<file path="src/hdl/sct_pkg.sv">
// ----------------------------------------------------------------------------
// sct_pkg
// Shared types, token kind codes and character helpers for the tokenizer.
// ----------------------------------------------------------------------------
package sct_pkg;

  // Default length of the lexeme buffer in characters.
  localparam int unsigned MAX_LEXEME_DEF = 32;

  // Token kinds.
  localparam logic [4:0] K_SEMI    = 5'd0;
  localparam logic [4:0] K_PLUS    = 5'd1;
  localparam logic [4:0] K_MINUS   = 5'd2;
  localparam logic [4:0] K_MUL     = 5'd3;
  localparam logic [4:0] K_LPAREN  = 5'd4;
  localparam logic [4:0] K_RPAREN  = 5'd5;
  localparam logic [4:0] K_LBRACK  = 5'd6;
  localparam logic [4:0] K_RBRACK  = 5'd7;
  localparam logic [4:0] K_LBRACE  = 5'd8;
  localparam logic [4:0] K_RBRACE  = 5'd9;
  localparam logic [4:0] K_DIV     = 5'd10;
  localparam logic [4:0] K_ASSIGN  = 5'd11;
  localparam logic [4:0] K_EQ      = 5'd12;
  localparam logic [4:0] K_GT      = 5'd13;
  localparam logic [4:0] K_GE      = 5'd14;
  localparam logic [4:0] K_LT      = 5'd15;
  localparam logic [4:0] K_LE      = 5'd16;
  localparam logic [4:0] K_NEQ     = 5'd17;
  localparam logic [4:0] K_INTLIT  = 5'd18;
  localparam logic [4:0] K_REALLIT = 5'd19;
  localparam logic [4:0] K_ID      = 5'd20;
  localparam logic [4:0] K_KW0     = 5'd21;

  // Keyword table, text right aligned with the first character highest.
  localparam int unsigned KW_NUM     = 7;
  localparam int unsigned KW_MAX_LEN = 6;
  localparam logic [47:0] KW_TEXT [KW_NUM] = '{
    "if", "else", "while", "read", "write", "int", "real"
  };
  localparam int unsigned KW_LEN [KW_NUM] = '{2, 4, 5, 4, 5, 3, 4};

  // Lexeme buffer operations.
  typedef enum logic [2:0] {
    BUF_NONE,
    BUF_BEGIN,
    BUF_APPEND,
    BUF_APPEND_DOT,
    BUF_CLEAR,
    BUF_RD_FIRST,
    BUF_RD_NEXT
  } buf_op_e;

  typedef struct packed {
    buf_op_e    op;
    logic [7:0] chr;
  } buf_cmd_t;

  typedef struct packed {
    logic       kw_hit;
    logic [2:0] kw_idx;
    logic       overflowed;
    logic       seen_dot;
    logic       rd_last;
    logic [7:0] rd_char;
  } buf_stat_t;

  typedef struct packed {
    logic       hit;
    logic [4:0] kind;
  } sym_t;

  function automatic logic is_digit(input logic [7:0] c);
    return c inside {["0":"9"]};
  endfunction

  function automatic logic is_alpha(input logic [7:0] c);
    return c inside {["a":"z"], ["A":"Z"], "_"};
  endfunction

  // Character p of keyword i, or zero past its end.
  function automatic logic [7:0] kw_char(input int unsigned i, input int unsigned p);
    logic [47:0] t;
    int unsigned n;
    t = KW_TEXT[i];
    n = KW_LEN[i];
    if (p < n) begin
      return t[8*(n-1-p) +: 8];
    end
    return 8'h00;
  endfunction

  // Symbols that always stand alone as a token.
  function automatic sym_t single_sym(input logic [7:0] c);
    sym_t s;
    s.hit  = 1'b1;
    s.kind = K_SEMI;
    case (c)
      ";":     s.kind = K_SEMI;
      "+":     s.kind = K_PLUS;
      "-":     s.kind = K_MINUS;
      "*":     s.kind = K_MUL;
      "(":     s.kind = K_LPAREN;
      ")":     s.kind = K_RPAREN;
      "[":     s.kind = K_LBRACK;
      "]":     s.kind = K_RBRACK;
      "{":     s.kind = K_LBRACE;
      "}":     s.kind = K_RBRACE;
      default: s.hit  = 1'b0;
    endcase
    return s;
  endfunction

endpackage

</file>
<file path="src/hdl/sct_lexbuf.sv">
// ----------------------------------------------------------------------------
// sct_lexbuf
// Lexeme buffer: character memory with registered read, length, flags and
// incremental keyword matching.
// ----------------------------------------------------------------------------
module sct_lexbuf import sct_pkg::*; #(
  parameter int unsigned MaxLexeme = MAX_LEXEME_DEF
) (
  input  logic      clk_i,
  input  logic      rst_ni,
  input  buf_cmd_t  cmd_i,
  output buf_stat_t stat_o
);

  localparam int unsigned AddrW = $clog2(MaxLexeme);
  localparam int unsigned LenW  = $clog2(MaxLexeme + 1);

  logic [7:0]        mem_q [MaxLexeme];
  logic [7:0]        rdata_q;
  logic [LenW-1:0]   len_q, len_d;
  logic [AddrW-1:0]  rd_idx_q, rd_idx_d;
  logic              dot_q, dot_d;
  logic              ovf_q, ovf_d;
  logic [KW_NUM-1:0] kw_ok_q, kw_ok_d;
  logic [KW_NUM-1:0] kw_len_eq;
  logic              full;
  logic              we;
  logic [AddrW-1:0]  waddr;
  logic              re;
  logic [AddrW-1:0]  raddr;
  logic              pos_ok;

  assign full   = (len_q == LenW'(MaxLexeme));
  assign pos_ok = (len_q < LenW'(KW_MAX_LEN));

  always_comb begin
    len_d    = len_q;
    rd_idx_d = rd_idx_q;
    dot_d    = dot_q;
    ovf_d    = ovf_q;
    kw_ok_d  = kw_ok_q;
    we       = 1'b0;
    waddr    = len_q[AddrW-1:0];
    re       = 1'b0;
    raddr    = rd_idx_q + AddrW'(1);
    case (cmd_i.op)
      BUF_BEGIN: begin
        we    = 1'b1;
        waddr = '0;
        len_d = LenW'(1);
        dot_d = 1'b0;
        ovf_d = 1'b0;
        for (int k = 0; k < KW_NUM; k++) begin
          kw_ok_d[k] = (cmd_i.chr == kw_char(k, 0));
        end
      end
      BUF_APPEND, BUF_APPEND_DOT: begin
        if (cmd_i.op == BUF_APPEND_DOT) begin
          dot_d = 1'b1;
        end
        if (full) begin
          ovf_d = 1'b1;
        end else begin
          we    = 1'b1;
          len_d = len_q + LenW'(1);
          for (int k = 0; k < KW_NUM; k++) begin
            kw_ok_d[k] = kw_ok_q[k] & pos_ok &
                         (cmd_i.chr == kw_char(k, int'(len_q[2:0])));
          end
        end
      end
      BUF_CLEAR: begin
        len_d = '0;
        dot_d = 1'b0;
        ovf_d = 1'b0;
      end
      BUF_RD_FIRST: begin
        re       = 1'b1;
        raddr    = '0;
        rd_idx_d = '0;
      end
      BUF_RD_NEXT: begin
        re       = 1'b1;
        rd_idx_d = rd_idx_q + AddrW'(1);
      end
      default: ;
    endcase
  end

  always_ff @(posedge clk_i) begin
    if (we) begin
      mem_q[waddr] <= cmd_i.chr;
    end
    if (re) begin
      rdata_q <= mem_q[raddr];
    end
  end

  always_ff @(posedge clk_i or negedge rst_ni) begin
    if (!rst_ni) begin
      len_q    <= '0;
      rd_idx_q <= '0;
      dot_q    <= 1'b0;
      ovf_q    <= 1'b0;
      kw_ok_q  <= '0;
    end else begin
      len_q    <= len_d;
      rd_idx_q <= rd_idx_d;
      dot_q    <= dot_d;
      ovf_q    <= ovf_d;
      kw_ok_q  <= kw_ok_d;
    end
  end

  always_comb begin
    stat_o.kw_idx = '0;
    for (int k = 0; k < KW_NUM; k++) begin
      kw_len_eq[k] = (len_q == LenW'(KW_LEN[k]));
    end
    for (int k = KW_NUM - 1; k >= 0; k--) begin
      if (kw_ok_q[k] && kw_len_eq[k]) begin
        stat_o.kw_idx = 3'(k);
      end
    end
    stat_o.kw_hit     = !ovf_q && |(kw_ok_q & kw_len_eq);
    stat_o.overflowed = ovf_q;
    stat_o.seen_dot   = dot_q;
    stat_o.rd_last    = ((LenW'(rd_idx_q) + LenW'(1)) == len_q);
    stat_o.rd_char    = rdata_q;
  end

endmodule

</file>
<file path="src/hdl/small_c_tokenizer.sv">
// ----------------------------------------------------------------------------
// small_c_tokenizer
// Streaming lexical analyser for a small C-like language.
// ----------------------------------------------------------------------------
// Source bytes arrive on the input channel (ch_i, last_i), one per beat, and
// tokens leave on the output channel, one result per beat. Symbols and
// keywords give one beat; literals and identifiers give one beat per kept
// character, the last one flagged with end_of_token_o.
// The block works on one byte at a time. A byte that extends a lexeme or a
// comment, or completes a two-character operator, goes through the scan
// phase before the next input beat. A byte looked at from the idle mode (a
// symbol, an opener, skipped text, or a byte that ends a pending token) goes
// through the start phase as well. A lexeme is read out of the buffer memory
// one character per cycle while the receiver takes them; a keyword needs no
// read-out. The byte flagged by last_i also goes through the last phase and
// through the read-out of any lexeme still pending.
// The output register holds a result until it is taken; a stall holds the
// sequencer at its next result, while bytes that give none are still taken.
// Reset empties the output register, puts the scanner in its idle mode and
// sets the line counter to one; the buffer contents need no clearing, since
// only characters written for the current lexeme are read. The byte flagged
// by last_i flushes any pending token and returns the scanner to that state.
// ----------------------------------------------------------------------------
module small_c_tokenizer import sct_pkg::*; #(
  parameter int unsigned MaxLexeme = MAX_LEXEME_DEF
) (
  input  logic        clk_i,
  input  logic        rst_ni,
  input  logic        in_valid_i,
  output logic        in_ready_o,
  input  logic [7:0]  ch_i,
  input  logic        last_i,
  output logic        out_valid_o,
  input  logic        out_ready_i,
  output logic [4:0]  kind_o,
  output logic [15:0] line_o,
  output logic [7:0]  lexeme_char_o,
  output logic        end_of_token_o,
  output logic        truncated_o
);

  // Scanner mode, one-hot.
  typedef enum logic [8:0] {
    M_IDLE  = 9'b000000001,
    M_SLASH = 9'b000000010,
    M_EQ    = 9'b000000100,
    M_GT    = 9'b000001000,
    M_LT    = 9'b000010000,
    M_COMM  = 9'b000100000,
    M_CSTAR = 9'b001000000,
    M_NUM   = 9'b010000000,
    M_IDENT = 9'b100000000
  } scan_mode_e;

  // Sequencer phase, one-hot. SCAN handles the current mode, START looks at
  // the byte from the idle mode, LAST flushes at the end of the text and
  // FLUSH reads a lexeme out of the buffer.
  typedef enum logic [4:0] {
    PH_IDLE  = 5'b00001,
    PH_SCAN  = 5'b00010,
    PH_START = 5'b00100,
    PH_LAST  = 5'b01000,
    PH_FLUSH = 5'b10000
  } phase_e;

  phase_e     phase_q, phase_d;
  scan_mode_e mode_q, mode_d;
  logic [7:0] ch_q, ch_d;
  logic       last_q, last_d;
  logic       ret_last_q, ret_last_d;
  logic [15:0] line_cnt_q, line_cnt_d;
  logic [15:0] tok_line_q, tok_line_d;

  buf_cmd_t   cmd;
  buf_stat_t  stat;

  logic       out_valid_q;
  logic [4:0] kind_q;
  logic [15:0] line_q;
  logic [7:0] chr_q;
  logic       eot_q;
  logic       trunc_q;

  logic       slot;
  logic       emit;
  logic [4:0] e_kind;
  logic [15:0] e_line;
  logic [7:0] e_chr;
  logic       e_eot;
  logic       e_trunc;

  logic       fin;
  logic       fl_req;
  logic       fl_ret;
  logic       fl_done;
  logic       done_ret;
  logic       lr;
  logic [4:0] lex_kind;
  logic [4:0] pend_kind;
  sym_t       sym;

  sct_lexbuf #(
    .MaxLexeme(MaxLexeme)
  ) u_lexbuf (
    .clk_i (clk_i),
    .rst_ni(rst_ni),
    .cmd_i (cmd),
    .stat_o(stat)
  );

  // The output register can take a result this cycle.
  assign slot = !out_valid_q || out_ready_i;

  assign sym      = single_sym(ch_q);
  assign lex_kind = (mode_q == M_NUM) ? (stat.seen_dot ? K_REALLIT : K_INTLIT) : K_ID;

  // Token given by a lone '/', '=', '>' or '<' that found no partner.
  always_comb begin
    case (mode_q)
      M_SLASH: pend_kind = K_DIV;
      M_EQ:    pend_kind = K_ASSIGN;
      M_GT:    pend_kind = K_GT;
      default: pend_kind = K_LT;
    endcase
  end

  always_comb begin
    phase_d    = phase_q;
    mode_d     = mode_q;
    ch_d       = ch_q;
    last_d     = last_q;
    ret_last_d = ret_last_q;
    line_cnt_d = line_cnt_q;
    tok_line_d = tok_line_q;
    cmd.op     = BUF_NONE;
    cmd.chr    = ch_q;
    in_ready_o = 1'b0;
    emit       = 1'b0;
    e_kind     = K_SEMI;
    e_line     = tok_line_q;
    e_chr      = 8'h00;
    e_eot      = 1'b1;
    e_trunc    = 1'b0;
    fin        = 1'b0;
    fl_req     = 1'b0;
    fl_ret     = 1'b0;
    fl_done    = 1'b0;
    done_ret   = 1'b0;
    lr         = 1'b0;

    case (phase_q)
      PH_IDLE: begin
        in_ready_o = 1'b1;
        if (in_valid_i) begin
          ch_d    = ch_i;
          last_d  = last_i;
          phase_d = PH_SCAN;
        end
      end

      PH_SCAN: begin
        case (mode_q)
          M_SLASH: begin
            if (ch_q == "*") begin
              mode_d = M_COMM;
              fin    = 1'b1;
            end else if (slot) begin
              emit    = 1'b1;
              e_kind  = K_DIV;
              mode_d  = M_IDLE;
              phase_d = PH_START;
            end
          end
          M_EQ, M_GT, M_LT: begin
            if (slot) begin
              emit   = 1'b1;
              mode_d = M_IDLE;
              if (ch_q == "=") begin
                e_kind = (mode_q == M_EQ) ? K_EQ : (mode_q == M_GT) ? K_GE : K_LE;
                fin    = 1'b1;
              end else if (ch_q == ">" && mode_q == M_LT) begin
                e_kind = K_NEQ;
                fin    = 1'b1;
              end else begin
                e_kind  = pend_kind;
                phase_d = PH_START;
              end
            end
          end
          M_COMM: begin
            if (ch_q == "*") begin
              mode_d = M_CSTAR;
            end
            fin = 1'b1;
          end
          M_CSTAR: begin
            if (ch_q == "/") begin
              mode_d = M_IDLE;
            end else if (ch_q != "*") begin
              mode_d = M_COMM;
            end
            fin = 1'b1;
          end
          M_NUM: begin
            if (is_digit(ch_q)) begin
              cmd.op = BUF_APPEND;
              fin    = 1'b1;
            end else if (ch_q == "." && !stat.seen_dot) begin
              cmd.op = BUF_APPEND_DOT;
              fin    = 1'b1;
            end else begin
              fl_req = 1'b1;
            end
          end
          M_IDENT: begin
            if (is_digit(ch_q) || is_alpha(ch_q)) begin
              cmd.op = BUF_APPEND;
              fin    = 1'b1;
            end else begin
              fl_req = 1'b1;
            end
          end
          default: begin
            mode_d  = M_IDLE;
            phase_d = PH_START;
          end
        endcase
      end

      PH_START: begin
        // The scanner is idle here; the byte may open a new token.
        if (sym.hit) begin
          if (slot) begin
            emit   = 1'b1;
            e_kind = sym.kind;
            e_line = line_cnt_q;
            fin    = 1'b1;
          end
        end else begin
          fin = 1'b1;
          case (ch_q)
            "/": begin
              mode_d     = M_SLASH;
              tok_line_d = line_cnt_q;
            end
            "=": begin
              mode_d     = M_EQ;
              tok_line_d = line_cnt_q;
            end
            ">": begin
              mode_d     = M_GT;
              tok_line_d = line_cnt_q;
            end
            "<": begin
              mode_d     = M_LT;
              tok_line_d = line_cnt_q;
            end
            default: begin
              if (is_digit(ch_q)) begin
                cmd.op     = BUF_BEGIN;
                mode_d     = M_NUM;
                tok_line_d = line_cnt_q;
              end else if (is_alpha(ch_q)) begin
                cmd.op     = BUF_BEGIN;
                mode_d     = M_IDENT;
                tok_line_d = line_cnt_q;
              end
            end
          endcase
        end
      end

      PH_LAST: begin
        if (mode_q == M_NUM || mode_q == M_IDENT) begin
          fl_req = 1'b1;
          fl_ret = 1'b1;
        end else if (mode_q == M_SLASH || mode_q == M_EQ ||
                     mode_q == M_GT || mode_q == M_LT) begin
          if (slot) begin
            emit    = 1'b1;
            e_kind  = pend_kind;
            lr      = 1'b1;
            phase_d = PH_IDLE;
          end
        end else begin
          lr      = 1'b1;
          phase_d = PH_IDLE;
        end
      end

      PH_FLUSH: begin
        if (slot) begin
          emit    = 1'b1;
          e_kind  = lex_kind;
          e_chr   = stat.rd_char;
          e_eot   = stat.rd_last;
          e_trunc = stat.overflowed;
          if (stat.rd_last) begin
            fl_done  = 1'b1;
            done_ret = ret_last_q;
          end else begin
            cmd.op = BUF_RD_NEXT;
          end
        end
      end

      default: begin
        phase_d = PH_IDLE;
      end
    endcase

    // Start a flush: a keyword is one beat, anything else is read out of
    // the buffer from its first character.
    if (fl_req) begin
      if (stat.kw_hit) begin
        if (slot) begin
          emit     = 1'b1;
          e_kind   = K_KW0 + {2'b00, stat.kw_idx};
          fl_done  = 1'b1;
          done_ret = fl_ret;
        end
      end else begin
        cmd.op     = BUF_RD_FIRST;
        ret_last_d = fl_ret;
        phase_d    = PH_FLUSH;
      end
    end

    if (fl_done) begin
      if (done_ret) begin
        lr      = 1'b1;
        phase_d = PH_IDLE;
      end else begin
        mode_d  = M_IDLE;
        phase_d = PH_START;
      end
    end

    // Byte handled; count the line unless the text ends here.
    if (fin) begin
      if (last_q) begin
        phase_d = PH_LAST;
      end else begin
        if (ch_q == "\n" && line_cnt_q != 16'hFFFF) begin
          line_cnt_d = line_cnt_q + 16'd1;
        end
        phase_d = PH_IDLE;
      end
    end

    // End of text: back to the state after reset.
    if (lr) begin
      mode_d     = M_IDLE;
      cmd.op     = BUF_CLEAR;
      line_cnt_d = 16'd1;
      tok_line_d = 16'd1;
    end
  end

  always_ff @(posedge clk_i or negedge rst_ni) begin
    if (!rst_ni) begin
      phase_q     <= PH_IDLE;
      mode_q      <= M_IDLE;
      ret_last_q  <= 1'b0;
      line_cnt_q  <= 16'd1;
      tok_line_q  <= 16'd1;
      out_valid_q <= 1'b0;
    end else begin
      phase_q     <= phase_d;
      mode_q      <= mode_d;
      ret_last_q  <= ret_last_d;
      line_cnt_q  <= line_cnt_d;
      tok_line_q  <= tok_line_d;
      if (emit) begin
        out_valid_q <= 1'b1;
      end else if (out_ready_i) begin
        out_valid_q <= 1'b0;
      end
    end
  end

  always_ff @(posedge clk_i) begin
    ch_q   <= ch_d;
    last_q <= last_d;
    if (emit) begin
      kind_q  <= e_kind;
      line_q  <= e_line;
      chr_q   <= e_chr;
      eot_q   <= e_eot;
      trunc_q <= e_trunc;
    end
  end

  assign out_valid_o    = out_valid_q;
  assign kind_o         = kind_q;
  assign line_o         = line_q;
  assign lexeme_char_o  = chr_q;
  assign end_of_token_o = eot_q;
  assign truncated_o    = trunc_q;

endmodule
</file>
<file path="config.mk">
export PLATFORM = sky130hd
export DESIGN_NAME = small_c_tokenizer
export DESIGN_NICKNAME = d
export VERILOG_FILES = /design/src/hdl/sct_pkg.sv /design/src/hdl/sct_lexbuf.sv /design/src/hdl/small_c_tokenizer.sv
export SDC_FILE = /design/constraint.sdc
export NUM_CORES = 1
export LEC_CHECK = 0
export ABC_AREA = 1
export ABC_CLOCK_PERIOD_IN_PS = 5030
export BUFFER_PORTS_ARGS = -buffer_cell sky130_fd_sc_hd__clkbuf_2
export CAP_MARGIN = 20
export CORE_ASPECT_RATIO = 1.1
export CORE_MARGIN = 3
export CORE_UTILIZATION = 30
export CTS_CLUSTER_DIAMETER = 120
export DETAILED_ROUTE_END_ITERATION = 6
export GPL_TIMING_DRIVEN = 0
export HOLD_SLACK_MARGIN = 0.03
export PLACE_DENSITY_LB_ADDON = 0.12
export SLEW_MARGIN = 20
export SYNTH_ARGS = -nofsm -noshare
export SYNTH_HDL_FRONTEND = slang
export SYNTH_HIERARCHICAL = 1
export SYNTH_SLANG_ARGS = --single-unit
</file>
<file path="constraint.sdc">
create_clock -name clk_i -period 5.03 [get_ports clk_i]
set_input_delay 0.503 -clock clk_i [delete_from_list [all_inputs] [get_ports clk_i]]
set_output_delay 0.503 -clock clk_i [all_outputs]
set_load 0.02 [all_outputs]
</file>
After elaboration in Yosys (flattened, before gate mapping)
Memories as Yosys holds them, arrays and structs flattened. A register that Yosys moved wholly into a read port is not among the register bits.
Index checks and enable logic that the tools add are counted.
W data, S select, Z words.
{"block": "totals", "out_inout_bits": 33, "mem_count": 1, "mem_bits_rw": 256, "ff_bits": 108, "wordCells": 375, "in_bits": 13}
{"block": "op_classes", "eq_ne": 60, "add_sub_neg": 9, "n_lt_le_gt_ge": 11, "muxes": 200, "n_shift": 7, "bitwise_logic": 16, "reduce_logical": 53}
{"memory": "u_lexbuf.mem_q", "words": 32, "word_bits": 8, "rd": 1, "rd_clocked_by_memory_dff": 1, "wr": 1, "line": "sct_lexbuf.sv:18", "text": "logic [7:0] mem_q [MaxLexeme];"}
{"operator": "$shiftx A48 B33 Y8 const A", "count": 7}
{"operator": "$mux W8", "count": 32}
{"operator": "$mux W16", "count": 13}
{"operator": "$mux W5", "count": 29}
{"operator": "$mux W9", "count": 11}
{"operator": "$eq A8 B6 Y1 const B", "count": 11}
{"operator": "$eq A8 B8 Y1", "count": 11}
{"operator": "$mux W1", "count": 66}
{"operator": "$pmux W9 S5", "count": 1}
{"operator": "$mux W3", "count": 14}
{"operator": "$eq A8 B7 Y1 const B", "count": 5}
{"operator": "$pmux W5 S4", "count": 2}
{"operator": "$pmux W4 S9", "count": 1}
{"operator": "$pmux W9 S4", "count": 1}
{"operator": "$mux W7", "count": 5}
{"operator": "$pmux W5 S2", "count": 2}
{"operator": "$pmux W3 S3", "count": 2}
{"operator": "$pmux W6 S3", "count": 1}
{"operator": "$pmux W9 S2", "count": 1}
{"operator": "$add A16 B1 Y16 const B", "count": 1}
{"operator": "$ge A8 B7 Y1 const B", "count": 2}
{"operator": "$le A8 B7 Y1 const B", "count": 2}
{"operator": "$ne A16 B16 Y1 const B", "count": 1}
{"operator": "$pmux W5 S3", "count": 1}
{"operator": "60 further kinds", "count": 134}

Longest topological paths before layout
Gate-level depths: netlist of the first run.
{"block": "depth", "ltp_word": 21, "depth_mapped": 30, "ltp_nobuf": 28}

Cells and area by module
The synthesis of the first run kept the hierarchy.
{"mod": "sct_lexbuf", "area_per_inst_um2": 13312.8, "cells_per_inst": 1350, "n_inst": 1, "seq_area_each_um2": 8428.1}
{"mod": "small_c_tokenizer", "area_per_inst_um2": 5392.7, "cells_per_inst": 691, "n_inst": 1, "seq_area_each_um2": 2407.3}

Worst setup path before layout of the first run
No wires, ideal clock.
{"block": "synth_path", "path_kind": "flip-flop to flip-flop", "startpoint": "reg u_lexbuf.len_q[1]", "endpoint": "mem u_lexbuf.mem_q[0][0], enable pin", "path_buffers": 1, "stages_incl_launch_ff": 23, "required_time_ps": 4646, "path_slack_ps": 1024, "setup_ps": 384, "arrival_time_ps": 3622, "synth_period_minus_slack_ps": 4006, "path_cell_list": "dfrtp_1 clkbuf_1 inv_1 ha_1 nand2_1 inv_1 nand2_1 nand2_1 nor2_1 a21oi_1 nand4_2 nand2_2 inv_2 nand2_8 inv_8 nand3_1 inv_1 nand2_1 inv_1 nand2_2 inv_1 nand3_1 o21ai_0"}
{"element": "start: declaration", "line": "sct_lexbuf.sv:20", "text": "logic [LenW-1:0] len_q, len_d;"}
{"element": "start signal: assignment", "line": "sct_lexbuf.sv:107", "text": "len_q <= len_d;"}
{"element": "end: declaration", "line": "sct_lexbuf.sv:18"}

==> results.sh, run 1 <==
export IMPL_outcome="finished clean"
export IMPL_start_util=0.3044
export IMPL_syn2layout_area_growth_pct=19.21
export IMPL_synthXorXnorAreaFrac=0.01171
export IMPL_wl_um=59060
export IMPL_crit_chain="clkinvlp_4 -> ha_1 -> nand2_1 -> inv_1 -> nand2_1 -> nand2_1 -> nor2_1 -> a21oi_2 -> nand4_2 -> nand2_2 -> inv_2 -> nand2_8 -> inv_8 -> nand3_2 -> inv_1 -> nand2_1 -> inv_1 -> nand2_2 -> inv_1 -> nand2_2 -> nor2_4"
export IMPL_grt_overflow=0
export IMPL_cts_root_buffer="clkbuf_16"
export IMPL_finalSetupViolCount=0
export IMPL_critical_path_arrival_ns=4.95
export IMPL_reg2reg_from="u_lexbuf/len_q[0]"
export IMPL_synth_compound_area_frac=0.06194
export IMPL_relSlewSlack=0.3534
export IMPL_grt_pass1_wl_um=90180
export IMPL_worst_setup_path_start_kind="flop"
export IMPL_worst_clock_skew_ns=0.02462
export IMPL_avgSynthCellArea_um2=9.165
export IMPL_finalHoldWorstSlack_ns=0.09805
export IMPL_fmax_ghz=0.2121
export IMPL_multi_input_area_mm2=0.006719
export IMPL_muxShareOfSynthArea=0
export IMPL_coreArea_mm2=0.06145
export IMPL_drt_pass1_iterations=7
export IMPL_synth_async_sr_flop_share=0.1828
export IMPL_clkTransAtPathRegs_ns=0.06
export IMPL_powerDensity_mw_per_mm2=401.2
export IMPL_ir_drop_mv=0.2410
export IMPL_seq_area_mm2=0.01084
export IMPL_rows=95
export IMPL_critPathCapture="u_lexbuf/mem_q[19][3]"
export IMPL_startpoint="u_lexbuf/len_q[0]"
export IMPL_ff2ff_path_depth=21
export IMPL_vias_per_cell=4.838
export IMPL_synthAdderAreaFrac=0.009365
export IMPL_grt_max_degree=40
export IMPL_drt_iter0_markers=1068
export IMPL_fill_cells=6382
export IMPL_drc_errors=0
export IMPL_clock_latency_ns=0.58
export IMPL_finalHoldViolCount=0
export IMPL_dieArea_mm2=0.06539
export IMPL_syn_nets=2068
export IMPL_synth_top_family_by_area="simple AND/OR/NAND/NOR gates"
export IMPL_nNetsFinal=2201
export IMPL_clockBufferDepth=3
export IMPL_critPathMaxStageDelay_ns=0.52
export IMPL_max_cap_violations=0
export IMPL_die_w_um=244.1
export IMPL_antenna_found_initial=1
export IMPL_rsz0062_at_grt="true"
export IMPL_netlist_instances=2041
export IMPL_diodes=0
export IMPL_crit_fanout=14
export IMPL_cts_tree="built"
export IMPL_timing_rr_end="u_lexbuf/mem_q[19][3]"
export IMPL_seq_area_frac_synth=0.5793
export IMPL_crit_required_ns=5.27
export IMPL_finalPower_mw=8.946
export IMPL_synthFlopType="edfxtp_1"
export IMPL_path_class="flop to flop"
export IMPL_grt_usage=0.1813
export IMPL_wl_per_cell_um=19.48
export IMPL_cts_max_level=2
export IMPL_synth_seq_cells=372
export IMPL_p_leak_nw=9.260
export IMPL_yosys_area_share_simple=0.2606
export IMPL_io_buffers=45
export IMPL_ys_types=51
export IMPL_die_h_um=267.9
export IMPL_finalCriticalPeriod_ns=4.714
export IMPL_max_slew_worst_pin_slew_ns=0.9548
export IMPL_worstHoldPathType="input pin to flop"
export IMPL_gp_congestion=0.8979
export IMPL_cts_inserted_buffers=45
export IMPL_io_pins=46
export IMPL_vias=14670
export IMPL_fin_setup_tns_ns=0
export IMPL_grt_pass1_vias=14630
export IMPL_ant_nets=0
export IMPL_clock_sinks=372
export IMPL_timing_final_crit_share=0.9372
export IMPL_r2r_setup_slack_ns=0.32
export IMPL_timing_final_max_slew_violations=0
export IMPL_critical_path_slowest_cell="dfrtp_1"
export IMPL_syn_cell_area_mm2=0.01871
export IMPL_drive_gt1_frac=0.1517
export IMPL_hpwl_um=42560
export IMPL_synth_edf_count=304
export IMPL_yosys_warnings=6
export IMPL_cp_end_kind="flop"
stage by stage:
step                cell area, um^2  cells  worst slack [ns]    util
floorplan                     18710   2041             1.024       -
global placement              19960   2910            -1.756  0.3248
detailed placement            20300   2931           -0.8719  0.3304
CTS                           22020   3015           0.03065  0.3583
global route                  22300   3032          -0.01219  0.3629
finish                        22300   3032            0.3161  0.3629
sequential cells by signal, indices dropped and copies added, names as in the netlist, 5 cells and up:
| signal | flops |
|---|---|
| ch_q | 8 |
| kind_o | 5 |
| lexeme_char_o | 8 |
| line_cnt_q | 16 |
| line_o | 16 |
| mode_q | 9 |
| phase_q | 5 |
| tok_line_q | 16 |
| u_lexbuf/kw_ok_q | 7 |
| u_lexbuf/len_q | 6 |
| u_lexbuf/mem_q | 256 |
| u_lexbuf/rd_idx_q | 5 |
| u_lexbuf/rdata_q | 8 |
area by class of cell:
type,instances,area share
Sequential cell,372,0.4860
Multi-Input combinational cell,1325,0.3013
Clock buffer,57,0.05392
Timing Repair Buffer,88,0.03844
Inverter,272,0.04674
Clock inverter,24,0.008809
Buffer,70,0.01857
Tap cell,824,0.04624
cells in the mapped netlist, drive strengths merged (7+ instances only):
cell type	n	area (um^2)
a21oi	44	220.2
buf	59	365.3
clkbuf	13	48.80
dfrtp	64	1602
edfxtp	304	9129
ha	14	175.2
inv	267	1010
nand2	544	2168
nand3	242	1301
nand4	40	256.5
nor2	225	897.1
nor3	30	176.4
o211ai	49	367.9
o21ai	83	422.9
o22ai	7	43.79
xor2	24	210.2
logic make-up after synthesis:
group,Yosys count
AO/OA/AOI/OAI,195
adder cells (fa/ha/maj),14
XOR/XNOR,25
AND/OR/NAND/NOR,1091
buffers and inverters,344
flip-flops,372
critical path, delay by kind of cell (launching register included):
kind                       cells  cell delay, ns
AOI/OAI and AO/OA              1            0.13
adders and majority gates      1            0.41
buffers and inverters          7            1.26
DFF                            1            0.52
and+or+nand+nor               12            2.03
timing repair:
action / 4_1_cts / 5_1_grt
pin swaps: 1 / 11
buffers inserted: 3 / 18
setup endpoints to repair: 248 / 224
resized for setup: 72 / 9
hold buffers: 1 / 0
endpoints found under the hold margin: 27 / 0
report_power, final:
part           switching (mW)  leakage, nW  total (mW)  internal, mW
sequential              0.210         3.55        3.87          3.66
combinational            1.38         5.03        1.96         0.584
clock                    1.32        0.675        3.12          1.80
total                    2.91         9.26        8.95          6.04
how the worst min path moves through the flow:
| stage | startpoint | endpoint | slack, ns | depth (start not counted) |
|---|---|---|---|---|
| after floorplan | rst_ni | line_cnt_q[10] | 0.21 | 0 |
| after global placement | u_lexbuf/kw_ok_q[3] | u_lexbuf/kw_ok_q[3] | 0.46 | 2 |
| after detailed placement | u_lexbuf/kw_ok_q[0] | u_lexbuf/kw_ok_q[0] | 0.47 | 2 |
| after CTS | last_i | last_q | 0.05 | 1 |
| after global routing | last_i | last_q | 0.06 | 1 |
| final | last_i | last_q | 0.1 | 1 |
layout by cell type, fill, tap and decap left out, types with 4 or more instances in the layout:
cell type and count:
buf_4 31, buf_12 11, clkbuf_1 20, nand3_1 227, inv_2 17, buf_8 18
o21ai_1 12, dfstp_2 4, o211ai_1 49, nor2_4 34, clkinv_1 12, buf_1 5
dfrtp_1 63, o22ai_1 7, xor2_1 24, nand2_4 5, clkinv_2 8, buf_2 29
nor3_1 26, clkbuf_16 46, nand2_2 28, nand4_1 39, edfxtp_1 304, o21ai_0 68
nand3_4 6, clkinvlp_4 7, ha_1 13, nand3b_1 5, nor2_1 184, clkbuf_2 45
nor2_2 7, nand3_2 9, a21oi_1 43, nand2_1 509, inv_1 246
routing by layer:
metal  share of wire  vias up  GRT usage
li1                -     7093          -
met1            0.44     7132     0.2372
met2            0.49      344     0.3114
met3           0.045       98    0.02824
met4           0.026        2    0.05411
met5         0.00019        -          0
Note: power is estimated with default switching activity, not from simulation.
==> run 2: changes to the inputs <==
--- a/config.mk
+++ b/config.mk
@@ -16,7 +16,7 @@
 export DETAILED_ROUTE_END_ITERATION = 6
 export GPL_TIMING_DRIVEN = 0
 export HOLD_SLACK_MARGIN = 0.03
-export PLACE_DENSITY_LB_ADDON = 0.12
+export PLACE_DENSITY = 0.56
 export SLEW_MARGIN = 20
 export SYNTH_ARGS = -nofsm -noshare
 export SYNTH_HDL_FRONTEND = slang
==> results.sh, run 2 (synthesized netlist as in run 1, its figures left out) <==
export IMPL_final_area_mm2=0.02191
export IMPL_clock_power_share=0.332
export IMPL_relSlewSlack=0.4490
export IMPL_wl_um=53570
export IMPL_grt_pass1_vias=14450
export IMPL_placed_area_mm2=0.02030
export IMPL_critPathMaxStageDelay_ns=0.49
export IMPL_largest_register="u_lexbuf/mem_q"
export IMPL_fin_setup_tns_ns=0
export IMPL_power_internal_mw=5.834
export IMPL_finalCriticalPeriod_ns=4.757
export IMPL_p_leak_nw=9.111
export IMPL_grt_usage=0.1622
export IMPL_path_delay_family="simple AND/OR/NAND/NOR gates"
export IMPL_largest_register_ffs=256
export IMPL_syn2layout_area_growth_pct=17.13
export IMPL_ant_nets=0
export IMPL_finalHoldWorstSlack_ns=0.1004
export IMPL_drc_errors=0
export IMPL_dieArea_mm2=0.06539
export IMPL_cts_inserted_buffers=40
export IMPL_grt_overflow=0
export IMPL_coreArea_mm2=0.06145
export IMPL_critical_path_arrival_ns=5.07
export IMPL_p_seq_frac=0.446
export IMPL_vias_per_cell=4.861
export IMPL_crit_top_cell="nand2_1"
export IMPL_clockBufferDepth=3
export IMPL_fill_cells=6245
export IMPL_clkTransAtPathRegs_ns=0.06
export IMPL_worst_setup_path_start_kind="flop"
export IMPL_rsz0062_at_grt="false"
export IMPL_grt_pass1_wl_um=82460
export IMPL_io_pins=46
export IMPL_path_buf_inv=7
export IMPL_layout_commonest_cell="nand2_1"
export IMPL_die_h_um=267.9
export IMPL_timing_final_max_slew_violations=0
export IMPL_combPwrFrac=0.222
export IMPL_worst_clock_skew_ns=0.02261
export IMPL_path_class="flop to flop"
export IMPL_crit_required_ns=5.34
export IMPL_gp_congestion=0.9217
export IMPL_cts_max_level=2
export IMPL_top_usage_layer="met2"
export IMPL_drt_iter0_markers=1158
export IMPL_wl_per_cell_um=17.80
export IMPL_drt_pass1_iterations=5
export IMPL_clock_latency_ns=0.57
export IMPL_vias=14630
export IMPL_cts_tree="built"
export IMPL_met3_usage=0.02824
export IMPL_max_slew_worst_pin_slew_ns=0.8235
export IMPL_start_util=0.3044
export IMPL_ir_drop_mv=0.3641
export IMPL_powerDensity_mw_per_mm2=394.7
export IMPL_hpwl_um=39090
export IMPL_cp_end_kind="flop"
export IMPL_switching_power_mw=2.813
export IMPL_rows=95
export IMPL_gr_usage_met1=0.2081
export IMPL_final_util=0.3565
export IMPL_diodes=0
export IMPL_antenna_found_initial=1
export IMPL_worstHoldPathType="input pin to flop"
export IMPL_critical_path_slowest_cell="dfrtp_1"
export IMPL_final_cell_mix="nand2_1 (509), edfxtp_1 (304), inv_1 (247)"
export IMPL_crit_fanout=10
export IMPL_timing_final_crit_share=0.9457
export IMPL_clock_sinks=372
export IMPL_cts_root_buffer="clkbuf_16"
export IMPL_io_buffers=45
export IMPL_finalPower_mw=8.647
export IMPL_die_w_um=244.1
export IMPL_fmax_ghz=0.2102
export IMPL_grt_max_degree=36
export IMPL_finalHoldViolCount=0
export IMPL_grt_met2_usage=0.2749
export IMPL_finalSetupViolCount=0
export IMPL_switching_share=0.3253
export IMPL_nNetsFinal=2180
export IMPL_drive_gt1_frac=0.1455
export IMPL_max_cap_violations=0
export IMPL_outcome="finished clean"
run 2: path summary, 6_finish.rpt:
check / start / end / slack, ns / cells after the start
setup / recovery: u_lexbuf/rd_idx_q[0] / u_lexbuf/rdata_q[4] / 0.27 / 28
hold / removal: last_i / last_q / 0.10 / 1
setup reg to reg: u_lexbuf/rd_idx_q[0] / u_lexbuf/rdata_q[4] / 0.27 / 28
hold reg to reg: u_lexbuf/kw_ok_q[6] / u_lexbuf/kw_ok_q[6] / 0.48 / 2
max in group asynchronous: rst_ni / mode_q[0] / 3.93 / 3
min in group asynchronous: rst_ni / line_cnt_q[3] / 0.46 / 2
run 2: per-layer routing:
metal / wire (um) / vias up
met2: 25530 / 450
li1: - / 7037
met3: 3120 / 130
met4: 1978 / 2
met5: 7 / -
met1: 22940 / 7008
run 2: repair_timing:
item                                    in CTS  in global routing
setup buffers                                0                  6
pin swaps                                    1                  2
endpoints found under the setup margin     248                257
gates resized for setup                     56                 16
gates cloned                                 0                  0
endpoints found under the hold margin       31                  0
hold buffers                                 1                  0
run 2: power groups by stage:
| stage | Clock [mW] | Combinational [mW] | Sequential, mW |
|---|---|---|---|
| finish | 2.87 | 1.92 | 3.86 |
| detailed placement | 0 | 1.83 | 3.92 |
| floorplan | 0 | 1.12 | 3.92 |
| global placement | 0 | 1.49 | 4.11 |
| CTS | 2.94 | 1.88 | 3.86 |
| global route | 3.07 | 2.12 | 3.88 |
run 2: final cells by class:
type                    instances  area, um^2  share of cell area
well taps                     824        1031             0.04706
inverters                     272        1039             0.04740
multi-input cells            1325        6678              0.3048
clock buffers                  48        1041             0.04751
flip-flops and latches        372       10840              0.4945
plain buffers                  70       411.6             0.01879
clock inverters                26       235.2             0.01074
repair buffers                 72       639.4             0.02918
run 2: metrics by stage:
step                setup slack (ns)  cells
global route                0.004679   3009
finish                        0.2732   3009
global placement              -1.371   2910
floorplan                      1.024   2041
CTS                         0.008927   3004
detailed placement           -0.5996   2930
